$ cat src/hdl/lgrm_pkg.sv
// Shared types and constants for the LRU group residency manager.
package lgrm_pkg;

    localparam int OP_W    = 3;
    localparam int GRP_W   = 4;
    localparam int CNT_W   = 5;
    localparam int TALLY_W = 16;
    localparam int RES_W   = 2;
    localparam int EVK_W   = 4;
    localparam int MAXR_W  = 5;

    localparam logic [OP_W-1:0] OP_REGISTER = 3'd0;
    localparam logic [OP_W-1:0] OP_LOAD     = 3'd1;
    localparam logic [OP_W-1:0] OP_UNLOAD   = 3'd2;
    localparam logic [OP_W-1:0] OP_PREFETCH = 3'd3;
    localparam logic [OP_W-1:0] OP_TICK     = 3'd4;

    localparam logic [RES_W-1:0] RES_UNLOADED = 2'd0;
    localparam logic [RES_W-1:0] RES_LOADING  = 2'd1;
    localparam logic [RES_W-1:0] RES_RESIDENT = 2'd2;

    localparam logic [CNT_W-1:0] CNT_MAX   = 5'd31;
    localparam logic [EVK_W-1:0] EVICT_CAP = 4'd15;

    typedef struct packed {
        logic lat;
        logic rd;
        logic exec;
        logic scan_clr;
        logic scan;
        logic evict;
        logic fin;
    } t_cmd;

    typedef struct packed {
        logic load_miss;
        logic loop_go;
        logic scan_last;
        logic best_vld;
    } t_sts;

endpackage

$ cat src/hdl/lgrm_ram.sv
// Generic simple dual-port RAM with registered read.
module lgrm_ram #(
    parameter int WIDTH = 32,
    parameter int DEPTH = 16
) (
    input  logic                     i_clk,
    input  logic                     i_we,
    input  logic [$clog2(DEPTH)-1:0] i_waddr,
    input  logic [WIDTH-1:0]         i_wdata,
    input  logic                     i_re,
    input  logic [$clog2(DEPTH)-1:0] i_raddr,
    output logic [WIDTH-1:0]         o_rdata
);

    logic [WIDTH-1:0] r_mem [DEPTH];
    logic [WIDTH-1:0] r_rdata;

    always_ff @(posedge i_clk) begin
        if (i_we) begin
            r_mem[i_waddr] <= i_wdata;
        end
        if (i_re) begin
            r_rdata <= r_mem[i_raddr];
        end
    end

    assign o_rdata = r_rdata;

endmodule

$ cat src/hdl/lgrm_ctrl.sv
// Sequencing state machine for the residency manager.
module lgrm_ctrl (
    input  logic          i_clk,
    input  logic          i_rst_n,
    input  logic          i_start,
    input  lgrm_pkg::t_sts i_sts,
    output lgrm_pkg::t_cmd o_cmd,
    output logic          o_busy
);
    import lgrm_pkg::*;

    localparam logic [2:0] S_IDLE  = 3'd0;
    localparam logic [2:0] S_RD    = 3'd1;
    localparam logic [2:0] S_EXEC  = 3'd2;
    localparam logic [2:0] S_LOOP  = 3'd3;
    localparam logic [2:0] S_SCAN  = 3'd4;
    localparam logic [2:0] S_TAIL  = 3'd5;
    localparam logic [2:0] S_EVICT = 3'd6;
    localparam logic [2:0] S_FIN   = 3'd7;

    logic [2:0] r_state;
    logic [2:0] n_state;

    always_comb begin
        n_state = r_state;
        o_cmd   = '0;
        case (r_state)
            S_IDLE: begin
                if (i_start) begin
                    o_cmd.lat = 1'b1;
                    n_state   = S_RD;
                end
            end
            S_RD: begin
                o_cmd.rd = 1'b1;
                n_state  = S_EXEC;
            end
            S_EXEC: begin
                o_cmd.exec = 1'b1;
                n_state    = i_sts.load_miss ? S_LOOP : S_IDLE;
            end
            S_LOOP: begin
                if (i_sts.loop_go) begin
                    o_cmd.scan_clr = 1'b1;
                    n_state        = S_SCAN;
                end else begin
                    n_state = S_FIN;
                end
            end
            S_SCAN: begin
                o_cmd.scan = 1'b1;
                if (i_sts.scan_last) begin
                    n_state = S_TAIL;
                end
            end
            S_TAIL: begin
                n_state = S_EVICT;
            end
            S_EVICT: begin
                if (i_sts.best_vld) begin
                    o_cmd.evict = 1'b1;
                    n_state     = S_LOOP;
                end else begin
                    n_state = S_FIN;
                end
            end
            S_FIN: begin
                o_cmd.fin = 1'b1;
                n_state   = S_IDLE;
            end
            default: begin
                n_state = S_IDLE;
            end
        endcase
    end

    always_ff @(posedge i_clk) begin
        if (!i_rst_n) begin
            r_state <= S_IDLE;
        end else begin
            r_state <= n_state;
        end
    end

    assign o_busy = (r_state != S_IDLE);

endmodule

$ cat src/hdl/lgrm_dp.sv
// Group table, counters, victim scan and result register.
module lgrm_dp #(
    parameter int GROUP_COUNT = 16,
    parameter int STAMP_BITS  = 32
) (
    input  logic                          i_clk,
    input  logic                          i_rst_n,
    input  lgrm_pkg::t_cmd                i_cmd,
    output lgrm_pkg::t_sts                o_sts,
    input  logic [lgrm_pkg::MAXR_W-1:0]   i_max,
    input  logic                          i_pf_en,
    input  logic [lgrm_pkg::OP_W-1:0]     i_op,
    input  logic [lgrm_pkg::GRP_W-1:0]    i_group,
    output logic                          o_done,
    output logic                          o_ok,
    output logic                          o_evicted,
    output logic [lgrm_pkg::GRP_W-1:0]    o_evicted_group,
    output logic [lgrm_pkg::RES_W-1:0]    o_group_state,
    output logic [lgrm_pkg::CNT_W-1:0]    o_resident_now,
    output logic [lgrm_pkg::TALLY_W-1:0]  o_loads_done,
    output logic                          o_last
);
    import lgrm_pkg::*;

    localparam int IDXW = $clog2(GROUP_COUNT);
    localparam int LCW  = $clog2(GROUP_COUNT + 1);
    localparam int RW   = ((LCW > CNT_W) ? LCW : CNT_W) + 1;
    localparam int EXW  = GRP_W + IDXW;
    localparam logic [IDXW-1:0] IDX_LAST = IDXW'(GROUP_COUNT - 1);

    // table and counters
    logic [GROUP_COUNT-1:0] r_ex, n_ex;
    logic [GROUP_COUNT-1:0] r_used, n_used;
    logic [RES_W-1:0]       r_res [GROUP_COUNT];
    logic [RES_W-1:0]       n_res [GROUP_COUNT];
    logic [STAMP_BITS-1:0]  r_step, n_step;
    logic [CNT_W-1:0]       r_total, n_total;
    logic [LCW-1:0]         r_ldg, n_ldg;
    logic [EVK_W-1:0]       r_evk, n_evk;

    // latched item
    logic [OP_W-1:0]    r_op;
    logic [IDXW-1:0]    r_gidx;
    logic               r_gval;
    logic [TALLY_W-1:0] r_tally, n_tally;

    // scan
    logic [IDXW-1:0]       r_idx;
    logic                  r_cmp_vld;
    logic [IDXW-1:0]       r_cmp_idx;
    logic                  r_cmp_cand;
    logic                  r_cmp_used;
    logic                  r_best_vld;
    logic [IDXW-1:0]       r_best_idx;
    logic [STAMP_BITS-1:0] r_best_stamp;

    // result register
    logic               r_done, n_done;
    logic               r_ok, n_ok;
    logic               r_ev, n_ev;
    logic [GRP_W-1:0]   r_evg, n_evg;
    logic [RES_W-1:0]   r_gst, n_gst;
    logic [CNT_W-1:0]   r_rnow, n_rnow;
    logic [TALLY_W-1:0] r_lds, n_lds;
    logic               r_last, n_last;

    // RAM ports
    logic                  stamp_we;
    logic [STAMP_BITS-1:0] stamp_q;
    logic                  tally_we;
    logic [TALLY_W-1:0]    tally_wdata;
    logic [TALLY_W-1:0]    tally_q;

    logic [EXW-1:0]        grp_ext;
    logic [EXW-1:0]        best_ext;
    logic [RES_W-1:0]      cur_res;
    logic                  known;
    logic [TALLY_W-1:0]    tally_cur;
    logic [TALLY_W-1:0]    tally_inc;
    logic [RW-1:0]         occ;
    logic [STAMP_BITS-1:0] stamp_eff;

    assign grp_ext   = {{IDXW{1'b0}}, i_group};
    assign best_ext  = {{GRP_W{1'b0}}, r_best_idx};
    assign cur_res   = r_res[r_gidx];
    assign known     = r_gval && r_ex[r_gidx];
    assign tally_cur = r_used[r_gidx] ? tally_q : '0;
    assign tally_inc = (r_tally != '1) ? r_tally + 1'b1 : r_tally;
    assign occ       = RW'(r_total) + RW'(r_ldg);
    assign stamp_eff = r_cmp_used ? stamp_q : '0;

    assign o_sts.load_miss = (r_op == OP_LOAD) && known
                             && (cur_res != RES_RESIDENT) && (cur_res != RES_LOADING);
    assign o_sts.loop_go   = (i_max != '0) && (r_total >= CNT_W'(i_max))
                             && (r_evk < EVICT_CAP);
    assign o_sts.scan_last = (r_idx == IDX_LAST);
    assign o_sts.best_vld  = r_best_vld;

    always_comb begin
        n_ex        = r_ex;
        n_used      = r_used;
        n_res       = r_res;
        n_step      = r_step;
        n_total     = r_total;
        n_ldg       = r_ldg;
        n_evk       = r_evk;
        n_tally     = r_tally;
        n_done      = 1'b0;
        n_ok        = r_ok;
        n_ev        = r_ev;
        n_evg       = r_evg;
        n_gst       = r_gst;
        n_rnow      = r_rnow;
        n_lds       = r_lds;
        n_last      = r_last;
        stamp_we    = 1'b0;
        tally_we    = 1'b0;
        tally_wdata = tally_inc;

        if (i_cmd.exec) begin
            n_tally = tally_cur;
            n_evk   = '0;
            n_done  = 1'b1;
            n_ok    = 1'b0;
            n_ev    = 1'b0;
            n_evg   = '0;
            n_gst   = '0;
            n_lds   = '0;
            n_last  = 1'b1;
            if (r_op == OP_TICK) begin
                if (r_step != '1) begin
                    n_step = r_step + 1'b1;
                end
                n_ok = 1'b1;
            end else if (r_op > OP_TICK || !r_gval) begin
                n_ok = 1'b0;
            end else if (r_op == OP_REGISTER) begin
                n_ex[r_gidx] = 1'b1;
                if (i_max == '0) begin
                    n_res[r_gidx] = RES_RESIDENT;
                    if (cur_res == RES_LOADING) begin
                        n_ldg = r_ldg - 1'b1;
                    end
                end
                n_ok  = 1'b1;
                n_gst = n_res[r_gidx];
                n_lds = tally_cur;
            end else if (!known) begin
                n_gst = cur_res;
                n_lds = tally_cur;
            end else begin
                n_ok  = 1'b1;
                n_lds = tally_cur;
                case (r_op)
                    OP_LOAD: begin
                        stamp_we       = 1'b1;
                        n_used[r_gidx] = 1'b1;
                        if (cur_res == RES_LOADING) begin
                            n_res[r_gidx] = RES_RESIDENT;
                            n_ldg         = r_ldg - 1'b1;
                            if (r_total != CNT_MAX) begin
                                n_total = r_total + 1'b1;
                            end
                            tally_we    = 1'b1;
                            tally_wdata = (tally_cur != '1) ? tally_cur + 1'b1 : tally_cur;
                            n_tally     = tally_wdata;
                            n_lds       = tally_wdata;
                        end else if (cur_res != RES_RESIDENT) begin
                            n_done = 1'b0;
                        end
                    end
                    OP_UNLOAD: begin
                        if (cur_res != RES_UNLOADED) begin
                            n_res[r_gidx] = RES_UNLOADED;
                            if (r_total != '0) begin
                                n_total = r_total - 1'b1;
                            end
                            if (cur_res == RES_LOADING) begin
                                n_ldg = r_ldg - 1'b1;
                            end
                        end
                    end
                    OP_PREFETCH: begin
                        if (i_pf_en && cur_res == RES_UNLOADED
                            && (i_max == '0 || occ < RW'(i_max))) begin
                            n_res[r_gidx] = RES_LOADING;
                            n_ldg         = r_ldg + 1'b1;
                        end
                    end
                    default: begin
                        n_ok = 1'b1;
                    end
                endcase
                n_gst = n_res[r_gidx];
            end
            n_rnow = n_total;
        end

        if (i_cmd.evict) begin
            n_res[r_best_idx] = RES_UNLOADED;
            if (r_total != '0) begin
                n_total = r_total - 1'b1;
            end
            n_evk  = r_evk + 1'b1;
            n_done = 1'b1;
            n_ok   = 1'b1;
            n_ev   = 1'b1;
            n_evg  = best_ext[GRP_W-1:0];
            n_gst  = cur_res;
            n_rnow = n_total;
            n_lds  = r_tally;
            n_last = 1'b0;
        end

        if (i_cmd.fin) begin
            n_res[r_gidx] = RES_RESIDENT;
            if (r_total != CNT_MAX) begin
                n_total = r_total + 1'b1;
            end
            tally_we    = 1'b1;
            tally_wdata = tally_inc;
            n_tally     = tally_inc;
            n_done      = 1'b1;
            n_ok        = 1'b1;
            n_ev        = 1'b0;
            n_evg       = '0;
            n_gst       = RES_RESIDENT;
            n_rnow      = n_total;
            n_lds       = tally_inc;
            n_last      = 1'b1;
        end
    end

    always_ff @(posedge i_clk) begin
        if (!i_rst_n) begin
            r_ex    <= '0;
            r_used  <= '0;
            r_step  <= '0;
            r_total <= '0;
            r_ldg   <= '0;
            r_evk   <= '0;
            r_done  <= 1'b0;
            for (int i = 0; i < GROUP_COUNT; i++) begin
                r_res[i] <= RES_UNLOADED;
            end
        end else begin
            r_ex    <= n_ex;
            r_used  <= n_used;
            r_res   <= n_res;
            r_step  <= n_step;
            r_total <= n_total;
            r_ldg   <= n_ldg;
            r_evk   <= n_evk;
            r_done  <= n_done;
        end
    end

    always_ff @(posedge i_clk) begin
        r_tally <= n_tally;
        r_ok    <= n_ok;
        r_ev    <= n_ev;
        r_evg   <= n_evg;
        r_gst   <= n_gst;
        r_rnow  <= n_rnow;
        r_lds   <= n_lds;
        r_last  <= n_last;
        if (i_cmd.lat) begin
            r_op   <= i_op;
            r_gidx <= grp_ext[IDXW-1:0];
            r_gval <= (grp_ext < EXW'(GROUP_COUNT));
        end
    end

    // victim scan: issue one entry a cycle, compare it in the cycle after its issue
    always_ff @(posedge i_clk) begin
        if (!i_rst_n) begin
            r_cmp_vld  <= 1'b0;
            r_best_vld <= 1'b0;
            r_idx      <= '0;
        end else begin
            r_cmp_vld <= i_cmd.scan;
            if (i_cmd.scan_clr) begin
                r_idx      <= '0;
                r_best_vld <= 1'b0;
            end else begin
                if (i_cmd.scan) begin
                    r_idx <= r_idx + 1'b1;
                end
                if (r_cmp_vld && r_cmp_cand && (!r_best_vld || stamp_eff < r_best_stamp)) begin
                    r_best_vld <= 1'b1;
                end
            end
        end
    end

    always_ff @(posedge i_clk) begin
        r_cmp_idx  <= r_idx;
        r_cmp_cand <= r_ex[r_idx] && (r_res[r_idx] == RES_RESIDENT) && (r_idx != r_gidx);
        r_cmp_used <= r_used[r_idx];
        if (r_cmp_vld && r_cmp_cand && (!r_best_vld || stamp_eff < r_best_stamp)) begin
            r_best_idx   <= r_cmp_idx;
            r_best_stamp <= stamp_eff;
        end
    end

    lgrm_ram #(
        .WIDTH(STAMP_BITS),
        .DEPTH(GROUP_COUNT)
    ) u_stamp_ram (
        .i_clk  (i_clk),
        .i_we   (stamp_we),
        .i_waddr(r_gidx),
        .i_wdata(r_step),
        .i_re   (i_cmd.scan),
        .i_raddr(r_idx),
        .o_rdata(stamp_q)
    );

    lgrm_ram #(
        .WIDTH(TALLY_W),
        .DEPTH(GROUP_COUNT)
    ) u_tally_ram (
        .i_clk  (i_clk),
        .i_we   (tally_we),
        .i_waddr(r_gidx),
        .i_wdata(tally_wdata),
        .i_re   (i_cmd.rd),
        .i_raddr(r_gidx),
        .o_rdata(tally_q)
    );

    assign o_done          = r_done;
    assign o_ok            = r_ok;
    assign o_evicted       = r_ev;
    assign o_evicted_group = r_evg;
    assign o_group_state   = r_gst;
    assign o_resident_now  = r_rnow;
    assign o_loads_done    = r_lds;
    assign o_last          = r_last;

endmodule

$ cat src/hdl/lru_group_residency_manager_core.sv
// Top level of the LRU group residency manager with its register port.
//
//  channel   handshake                         payload
//  request   start & !busy                     i_op, i_group
//  result    o_done (one-cycle strobe)         o_ok, o_evicted, o_evicted_group,
//                                              o_group_state, o_resident_now,
//                                              o_loads_done, o_last
//  config    psel & penable & pwrite & pready  paddr, pwdata (prdata on read)
//
// A request other than a load of a registered, unloaded group passes S_RD and S_EXEC
// after accept and has its result registered from S_EXEC; busy is high in between.
// A load of a registered, unloaded group passes S_RD and S_EXEC, then runs a victim scan
// over all entries (S_LOOP, S_SCAN, S_TAIL, S_EVICT) per eviction, plus a scan when the
// last one finds no victim, and ends in S_FIN; the scan reads the stamp RAM one entry per cycle.
// Reset is synchronous and clears the group table state bits and the step, resident, loading and eviction counters.
// Results are never held off: each one is shown for exactly one cycle.
module lru_group_residency_manager_core #(
    parameter int GROUP_COUNT = 16,
    parameter int STAMP_BITS  = 32
) (
    input  logic                          i_clk,
    input  logic                          i_rst_n,
    input  logic                          start,
    output logic                          busy,
    input  logic [lgrm_pkg::OP_W-1:0]     i_op,
    input  logic [lgrm_pkg::GRP_W-1:0]    i_group,
    output logic                          o_done,
    output logic                          o_ok,
    output logic                          o_evicted,
    output logic [lgrm_pkg::GRP_W-1:0]    o_evicted_group,
    output logic [lgrm_pkg::RES_W-1:0]    o_group_state,
    output logic [lgrm_pkg::CNT_W-1:0]    o_resident_now,
    output logic [lgrm_pkg::TALLY_W-1:0]  o_loads_done,
    output logic                          o_last,
    input  logic                          psel,
    input  logic                          penable,
    input  logic                          pwrite,
    input  logic [2:0]                    paddr,
    input  logic [31:0]                   pwdata,
    output logic [31:0]                   prdata,
    output logic                          pready
);
    import lgrm_pkg::*;

    localparam logic REG_MAX_RESIDENT = 1'b0;
    localparam logic REG_PREFETCH_EN  = 1'b1;

    logic [MAXR_W-1:0] r_max;
    logic              r_pf_en;
    t_cmd              cmd;
    t_sts              sts;
    logic              wr_en;

    assign pready = 1'b1;
    assign wr_en  = psel && penable && pwrite && pready;

    always_ff @(posedge i_clk) begin
        if (!i_rst_n) begin
            r_max   <= '0;
            r_pf_en <= 1'b0;
        end else if (wr_en) begin
            case (paddr[2])
                REG_MAX_RESIDENT: r_max   <= pwdata[MAXR_W-1:0];
                REG_PREFETCH_EN:  r_pf_en <= pwdata[0];
                default: begin
                    r_pf_en <= r_pf_en;
                end
            endcase
        end
    end

    always_comb begin
        case (paddr[2])
            REG_MAX_RESIDENT: prdata = {{(32-MAXR_W){1'b0}}, r_max};
            REG_PREFETCH_EN:  prdata = {31'd0, r_pf_en};
            default:          prdata = '0;
        endcase
    end

    lgrm_ctrl u_ctrl (
        .i_clk  (i_clk),
        .i_rst_n(i_rst_n),
        .i_start(start),
        .i_sts  (sts),
        .o_cmd  (cmd),
        .o_busy (busy)
    );

    lgrm_dp #(
        .GROUP_COUNT(GROUP_COUNT),
        .STAMP_BITS (STAMP_BITS)
    ) u_dp (
        .i_clk          (i_clk),
        .i_rst_n        (i_rst_n),
        .i_cmd          (cmd),
        .o_sts          (sts),
        .i_max          (r_max),
        .i_pf_en        (r_pf_en),
        .i_op           (i_op),
        .i_group        (i_group),
        .o_done         (o_done),
        .o_ok           (o_ok),
        .o_evicted      (o_evicted),
        .o_evicted_group(o_evicted_group),
        .o_group_state  (o_group_state),
        .o_resident_now (o_resident_now),
        .o_loads_done   (o_loads_done),
        .o_last         (o_last)
    );

endmodule

$ cat config.mk
export PLATFORM = sky130hd
export DESIGN_NAME = lru_group_residency_manager_core
export DESIGN_NICKNAME = d
export VERILOG_FILES = /design/src/hdl/lgrm_pkg.sv /design/src/hdl/lgrm_ram.sv /design/src/hdl/lgrm_ctrl.sv /design/src/hdl/lgrm_dp.sv /design/src/hdl/lru_group_residency_manager_core.sv
export SDC_FILE = /design/constraint.sdc
export NUM_CORES = 2
export LEC_CHECK = 0
export BUFFER_PORTS_ARGS = -buffer_cell sky130_fd_sc_hd__buf_2
export CAP_MARGIN = 5
export CORE_MARGIN = 1
export CORE_UTILIZATION = 60
export DETAILED_ROUTE_END_ITERATION = 16
export HOLD_SLACK_MARGIN = 0.05
export PLACE_DENSITY = 0.77
export SLEW_MARGIN = 20
export SYNTH_ARGS = -nofsm -noshare
export SYNTH_HDL_FRONTEND = slang
export SYNTH_SLANG_ARGS = --single-unit
$ cat constraint.sdc
create_clock -name i_clk -period 6.1 [get_ports i_clk]
set_input_delay 0.61 -clock i_clk [delete_from_list [all_inputs] [get_ports i_clk]]
set_output_delay 0.61 -clock i_clk [all_outputs]
set_load 0.02 [all_outputs]
# Word level (Yosys, flattened, before mapping)
# Memory sizes are Yosys's and may differ from the RTL's. A register that Yosys moved wholly into a read port is not among the register bits.
# Cells that the tools add are included.
[word_totals]
romBits = 0
word_cells = 321
memories = 2
ramBits = 768
latchBits = 0
output_inout_bits = 65
ff_bits = 222
inputBits = 48
[classes]
shifts = 0
mul = 0
n_mux = 158
add_sub_neg = 10
n_lt_le_gt_ge = 14
n_div = 0
n_reduce_logical = 44
n_bitwise = 22
eq_ne = 26
[mem_list]
columns = ["name", "words", "width", "rd", "rd_clocked_by_memory_dff", "wr", "line_no", "source"]
rows = [
  ["u_dp.u_stamp_ram.r_mem", 16, 32, 1, 1, 1, "lgrm_ram.sv:15", "logic [WIDTH-1:0] r_mem [DEPTH];"],
  ["u_dp.u_tally_ram.r_mem", 16, 16, 1, 1, 1, "lgrm_ram.sv:15", ""],
]
[op_table]
columns = ["op", "count"]
rows = [
  ["$mux 32", 21],
  ["$mux 16", 24],
  ["$mux 5", 22],
  ["$pmux 32 s3", 1],
  ["$or 16x16->16", 5],
  ["$and 32x32->32", 2],
  ["$not 32->32", 2],
  ["$pmux 32 s2", 1],
  ["$mux 1", 51],
  ["$and 16x16->16", 3],
  ["$mux 2", 18],
  ["$add 16x1->16 const B", 2],
  ["$add 32x1->32 const B", 1],
  ["$bmux 2 s4", 4],
  ["$lt 32x32->1", 1],
  ["$ne 16x16->1 const B", 2],
  ["$ne 32x32->1 const B", 1],
  ["$not 16->16", 2],
  ["$pmux 3 s8", 1],
  ["$logic_and 1x1->1", 17],
  ["$bmux 1 s4", 4],
  ["$demux 2 s4", 2],
  ["$eq 3x3->1 const B", 5],
  ["$ge 5x5->1 const B", 3],
  ["other kinds (43)", 79],
]

# Depth between registers and ports, before layout
[depth]
word_depth = 23
depth_mapped = 18

# By module
# Synthesis repeated with hierarchy kept, for this count alone.
[unflattened]
hier_cells = 3098
area_unflattened_um2 = 45870.2
[modules_own_cells]
columns = ["mod", "n_inst", "area_per_inst_um2", "cells_per_inst"]
rows = [
  ["lgrm_ram (u_dp.u_stamp_ram)", 1, 20155.6, 838],
  ["lgrm_dp", 1, 14746.6, 1737],
  ["lgrm_ram (u_dp.u_tally_ram)", 1, 10202.3, 432],
  ["lru_group_residency_manager_core", 1, 516.7, 62],
  ["lgrm_ctrl", 1, 249.0, 29],
]

# Worst setup path before layout
# Ideal clock, no wire load.
[synth_path]
path_type = "flip-flop to flip-flop"
start = "reg u_dp.r_cmp_used"
end = "reg u_dp.r_best_idx[0] (enable)"
setup_time_ns = 0.484
synth_period_minus_slack_ns = 4.997
slack_ns = 1.103
path_buffers = 1
arrival_time_ns = 4.513
path_stages_with_launch = 11
cell_sequence = "dfxtp_1 clkbuf_1 and2_1 ha_1 a21o_1 a21o_1 a21o_1 a21oi_1 o211ai_1 o2111a_1 a211oi_1"
[synth_between]
elab_chain_len = 4
[synth_rtl]
columns = ["element", "line_no", "source"]
rows = [
  ["start: declaration", "lgrm_dp.sv:52", "logic r_cmp_used;"],
  ["start signal: assignment", "lgrm_dp.sv:299", "r_cmp_used <= r_used[r_idx];"],
  ["$mux 32", "lgrm_dp.sv:90", "assign stamp_eff = r_cmp_used ? stamp_q : '0;"],
  ["via u_dp.stamp_eff[17]", "lgrm_dp.sv:81", "logic [STAMP_BITS-1:0] stamp_eff;"],
  ["$lt 32x32->1", "lgrm_dp.sv:300", "if (r_cmp_vld && r_cmp_cand && (!r_best_vld || stamp_eff < r_best_stamp)) begin"],
  ["$logic_or 1x1->1", "lgrm_dp.sv:300", ""],
  ["$logic_and 1x1->1", "lgrm_dp.sv:300", ""],
  ["end signal: assignment", "lgrm_dp.sv:301", "r_best_idx <= r_cmp_idx;"],
  ["end: declaration", "lgrm_dp.sv:54", "logic [IDXW-1:0] r_best_idx;"],
]
# The timed path passes the listed nets, and every way through them passes these cells.
# A chain may end at the register's enable or synchronous reset.

# Worst setup path after layout
[layout_path]
start = "reg u_dp.r_gidx[1]"
end = "mem u_dp.u_tally_ram.r_mem[15][7] in the netlist's numbering, data pin"
[layout_between]
elab_chain_len = 13
word_cells_on_any_way = 22
classes_between = "1 x add/sub; 2 x eq/ne; 17 x mux; 1 x bitwise; 1 x reduce/logical"
[layout_rtl]
columns = ["element", "line_no", "source"]
rows = [
  ["start: declaration", "lgrm_dp.sv:43", "logic [IDXW-1:0] r_gidx;"],
  ["start signal: assignment", "lgrm_dp.sv:269", "r_gidx <= grp_ext[IDXW-1:0];"],
  ["$bmux 1 s4 / $not 4->5 (equally long branches)", "lgrm_dp.sv:87, lgrm_dp.sv:85", ""],
  ["$mux 1 (not written as such) / $bmux 2 s4 (equally long branches)", "lgrm_dp.sv:87, lgrm_dp.sv:85", ""],
  ["$mux 16 / $mux 2 (equally long branches)", "lgrm_dp.sv:87, lgrm_dp.sv:85", ""],
  ["$add 16x1->16, or another cell as far along", "lgrm_dp.sv:165", "tally_wdata = (tally_cur != '1) ? tally_cur + 1'b1 : tally_cur;"],
  ["$mux 16 / $eq 2x1->1 (equally long branches)", "lgrm_dp.sv:165, lgrm_dp.sv:158", ""],
  ["$mux 16", "lgrm_dp.sv:158", "if (cur_res == RES_LOADING) begin"],
  ["$mux 16", "lgrm_dp.sv:154", "case (r_op)"],
  ["$mux 16 (*)", "lgrm_dp.sv:148", "end else if (!known) begin"],
  ["$mux 16 (*)", "lgrm_dp.sv:137", "end else if (r_op == OP_REGISTER) begin"],
  ["$mux 16 (*)", "lgrm_dp.sv:135", "end else if (r_op > OP_TICK || !r_gval) begin"],
  ["$mux 16 (*)", "lgrm_dp.sv:130", "if (r_op == OP_TICK) begin"],
  ["$mux 16 (*)", "lgrm_dp.sv:120", "if (i_cmd.exec) begin"],
  ["$mux 16 (*)", "lgrm_dp.sv:215", "if (i_cmd.fin) begin"],
  ["via u_dp.tally_wdata[7]", "lgrm_dp.sv:71", "logic [TALLY_W-1:0] tally_wdata;"],
  ["end: declaration", "lgrm_ram.sv:15", ""],
]
# Mark *: on every way through the listed nets, which the timed path passes. The rest lies on a longest branch. The select of a mux whose other input is x is not followed.

==> impl_results.md <==
* Outcome: finished, final reports clean
* Final setup vio count at 0
* CP startpoint kind: flop
* Minimum clock period at 5.384 ns
* Fin worst setup slack at 0.7164 ns
* CTS Buf Count at 103
* Register area share after synthesis at 0.6637
* Largest family of logic cells by synthesized area: multiplexers
* Worst Hold Path EP: u_dp.r_gidx[0]
* Combinational power share at 0.043
* CTS max path bufs at 3
* Crit path arrival time at 5.71 ns
* Commonest non-fill, non-tap cell in the layout: edfxtp_1
* CTS sink count at 1,037
* Die H at 275.2 µm
* Reg-to-reg setup timing slack at 0.72 ns
* Overflow after GRT at 0
* Post-cts resize count at 0
* Final Hold Viols at 0
* CORE AREA at 0.07345 mm²
* Worst-Skew Late Latency at 0.70 ns
* Seq pwr share at 0.528
* Layout Skew at 0.05415 ns
* Max Slew Vio Count at 0
* Synth warn at 0
* Vias/cell at 6.821
* CTS tree: yes
* Max Cap Violations at 0
* Hpwl dp at 66.47 mm
* Post-synth EDFFs at 896
* Reg2reg path depth at 14
* Postcts setup bufs at 0
* ANT cells at 0
* Worst-margin pin slew at 1.164 ns
* Pre-CTS WS at 0.9614 ns
* Main flop type after synthesis: edfxtp_1
* Worst r2r dst: u_dp.u_tally_ram.r_mem[15][7]
* Clock transition at path regs at 0.06 ns
* Post-synth top area cell: edfxtp_1
* FP Rows at 99
* Dpl cell area at 0.04634 mm²
* Synth top area cells: edfxtp_1, mux4_2, dfxtp_1
* H-tree levels at 3
* DRT Wirelength at 116.9 mm
* Antenna viol nets, final at 0
* Leakage power at 16.28 nW
* DRC errors left at 0
* CP Capture Type: flop
* First-pass GRT wire length at 173.1 mm
* # hold bufs at CTS at 0
* Root Driver: clkbuf_16
* Crit path max fanout at 22
* Slew headroom at 0.2017
* XOR/XNOR Fraction of Synth Area at 0.01506
* Mapped Avg Cell Area at 15.66 µm²
* Mux share of post-synthesis cell area at 0.1412
* Peak supply drop at 283.6 µV
* Final Instance Area at 0.04974 mm²
* Hold Path Depth at 1
* Total Routing Usage GR at 0.3134
* Fin crit share at 0.8826
* Number of synthesized register bits at 1,037
* Vias at 27.12k
* Die Width at 275.2 µm
* WL/cell at 29.41 µm
* HP Start: i_group[0]
* RSZ-0062 raised after global routing: no
* Worst r2r src: u_dp.r_gidx[1]
* Port bufs at 55
* Share of layout cells above drive strength 1 at 0.2058
* Mapped Cells at 2,861
* Clock Power Share at 0.429
* Net Sw Frac at 0.2193
* Largest net degree at the start of global routing at 97
* Synth async-reset ratio at 0
* CP required at 6.43 ns
* Initial antenna violation count at 0
* Top Ports at 113
* Starting density of the core at 0.6098
* Tightest hold margin at 0.1205 ns
* Fmax at 0.1858 GHz
* Post-Synth Adder-Cell Area at 0.01721
* P_int at 11.47 mW
* Area grow syn2layout at 11.06%
* Final GP Congestion at 0.9317
* Initial DRC count at 3,680
* Distinct cells, synth at 90
* Most frequent cells in the layout: edfxtp_1, mux4_2, nor2_1
* Mapped cell area at 0.04479 mm²
* Final net count at 3,041
* Kind of critical path: reg -> reg
* Fill count at 4,663
* Hold Path Class: in -> reg
* Share of the synthesized area in the top cell type at 0.6007
* Power Dens Cells at 295.4 mW/mm²
* Die Area at 0.07575 mm²
* Compound-Gate Fraction of Synth Area at 0.06308
* DR pass1 iterations at 7
* Setup TNS at 0 ns
* Simple-gate share of the synthesized area at 0.07537
* Vias in the first global route at 27.12k
* P_sw at 3.223 mW
==> metrics by stage <==
stage	total power [mW]	utilization	std cells
floorplan	8.339	-	2887
global placement	8.510	0.6308	3786
detailed placement	8.527	0.6308	3786
CTS	14.72	0.6768	3976
global route	15.04	0.6772	3976
finish	14.69	0.6772	3976
==> sequential cells by signal, summed over array words and instances (netlist names), 32 cells and up <==
name and cells:
u_dp.u_stamp_ram.r_mem 512, u_dp.r_best_stamp 32, u_dp.u_stamp_ram.o_rdata 32, u_dp.u_tally_ram.r_mem 256
u_dp.r_res 32, u_dp.r_step 32
==> routing by layer <==
layer | part of all wire | wire [µm] | track usage
met1 | 0.39 | 45350 | 0.4371
met2 | 0.49 | 57220 | 0.5081
met3 | 0.093 | 10890 | 0.05350
met4 | 0.030 | 3470 | 0.1031
met5 | 0 | 0 | 0
==> cells by family after synthesis <==
kind of cell	count (synthesis)
adders and majority gates	61
buffers and inverters	247
xor gates and xnor gates	77
DFF	1037
muxes	300
AOI/OAI and AO/OA	447
other	2
and+or+nand+nor	690
==> power by group through the flow <==
stage	Clock, mW	Combinational, mW	Sequential, mW
after detailed placement	0	0.625	7.90
after floorplan	0	0.459	7.88
after global routing	6.61	0.675	7.76
final	6.30	0.636	7.75
after CTS	6.34	0.628	7.75
after global placement	0	0.611	7.90
==> Yosys cell counts (12+ instances only) <==
cell and instances:
nand4b_1 14, o21ai_0 99, nand2_1 164, buf_2 24, nor4_1 13, o22ai_1 22, dfxtp_1 141, edfxtp_1 896
nor2b_1 12, nor3_1 36, mux2i_1 31, nor2_1 219, xnor2_1 50, and2_1 43, ha_1 60, a211oi_1 14
mux4_2 261, a21oi_1 146, inv_1 55, and3_1 17, buf_4 28, a21o_1 20, nand4_1 28, nand3_1 64
o211ai_1 19, buf_1 32, clkbuf_1 104, xor2_1 27, nand2b_1 18, nand3b_1 12, o21a_1 12
==> worst max-delay path by stage <==
stage,start,end,slack [ns],cells past startpoint
3_5_place_dp,u_dp.r_gidx[1],u_dp.u_tally_ram.r_mem[11][0],0.96,11
3_3_place_gp,u_dp.r_gidx[1],u_dp.u_tally_ram.r_mem[0][2],1.07,11
5_1_grt,u_dp.r_gidx[1],u_dp.u_tally_ram.r_mem[8][5],0.43,14
4_1_cts,u_dp.r_gidx[1],u_dp.u_tally_ram.r_mem[12][0],0.91,11
2_1_floorplan,u_dp.r_cmp_used,u_dp.r_best_idx[0],1.10,10
6_report,u_dp.r_gidx[1],u_dp.u_tally_ram.r_mem[15][7],0.72,14
==> layout make-up <==
class	instances	area, µm²	area share
well taps	959	1200	0.02412
inverters	56	210.2	0.004226
clock buffers	141	2841	0.05712
repair buffers	131	895.9	0.01801
multi-input cells	1603	14320	0.2880
flip-flops and latches	1037	29740	0.5978
clock inverters	49	533.0	0.01072
==> critical path, cell delays in order (launching register included) <==
cell	delay, ns
edfxtp_1	1.09
mux4_2	0.40
a22o_1	0.18
a221o_1	0.45
nand2_1	0.17
inv_1	0.13
ha_1	0.22
nand3_1	0.09
nor3_1	0.55
a21oi_1	0.15
buf_4	0.19
and3_1	0.27
nand2_1	0.13
xnor2_1	0.07
mux2i_1	0.90
Note: power is estimated with default switching activity, not from simulation.
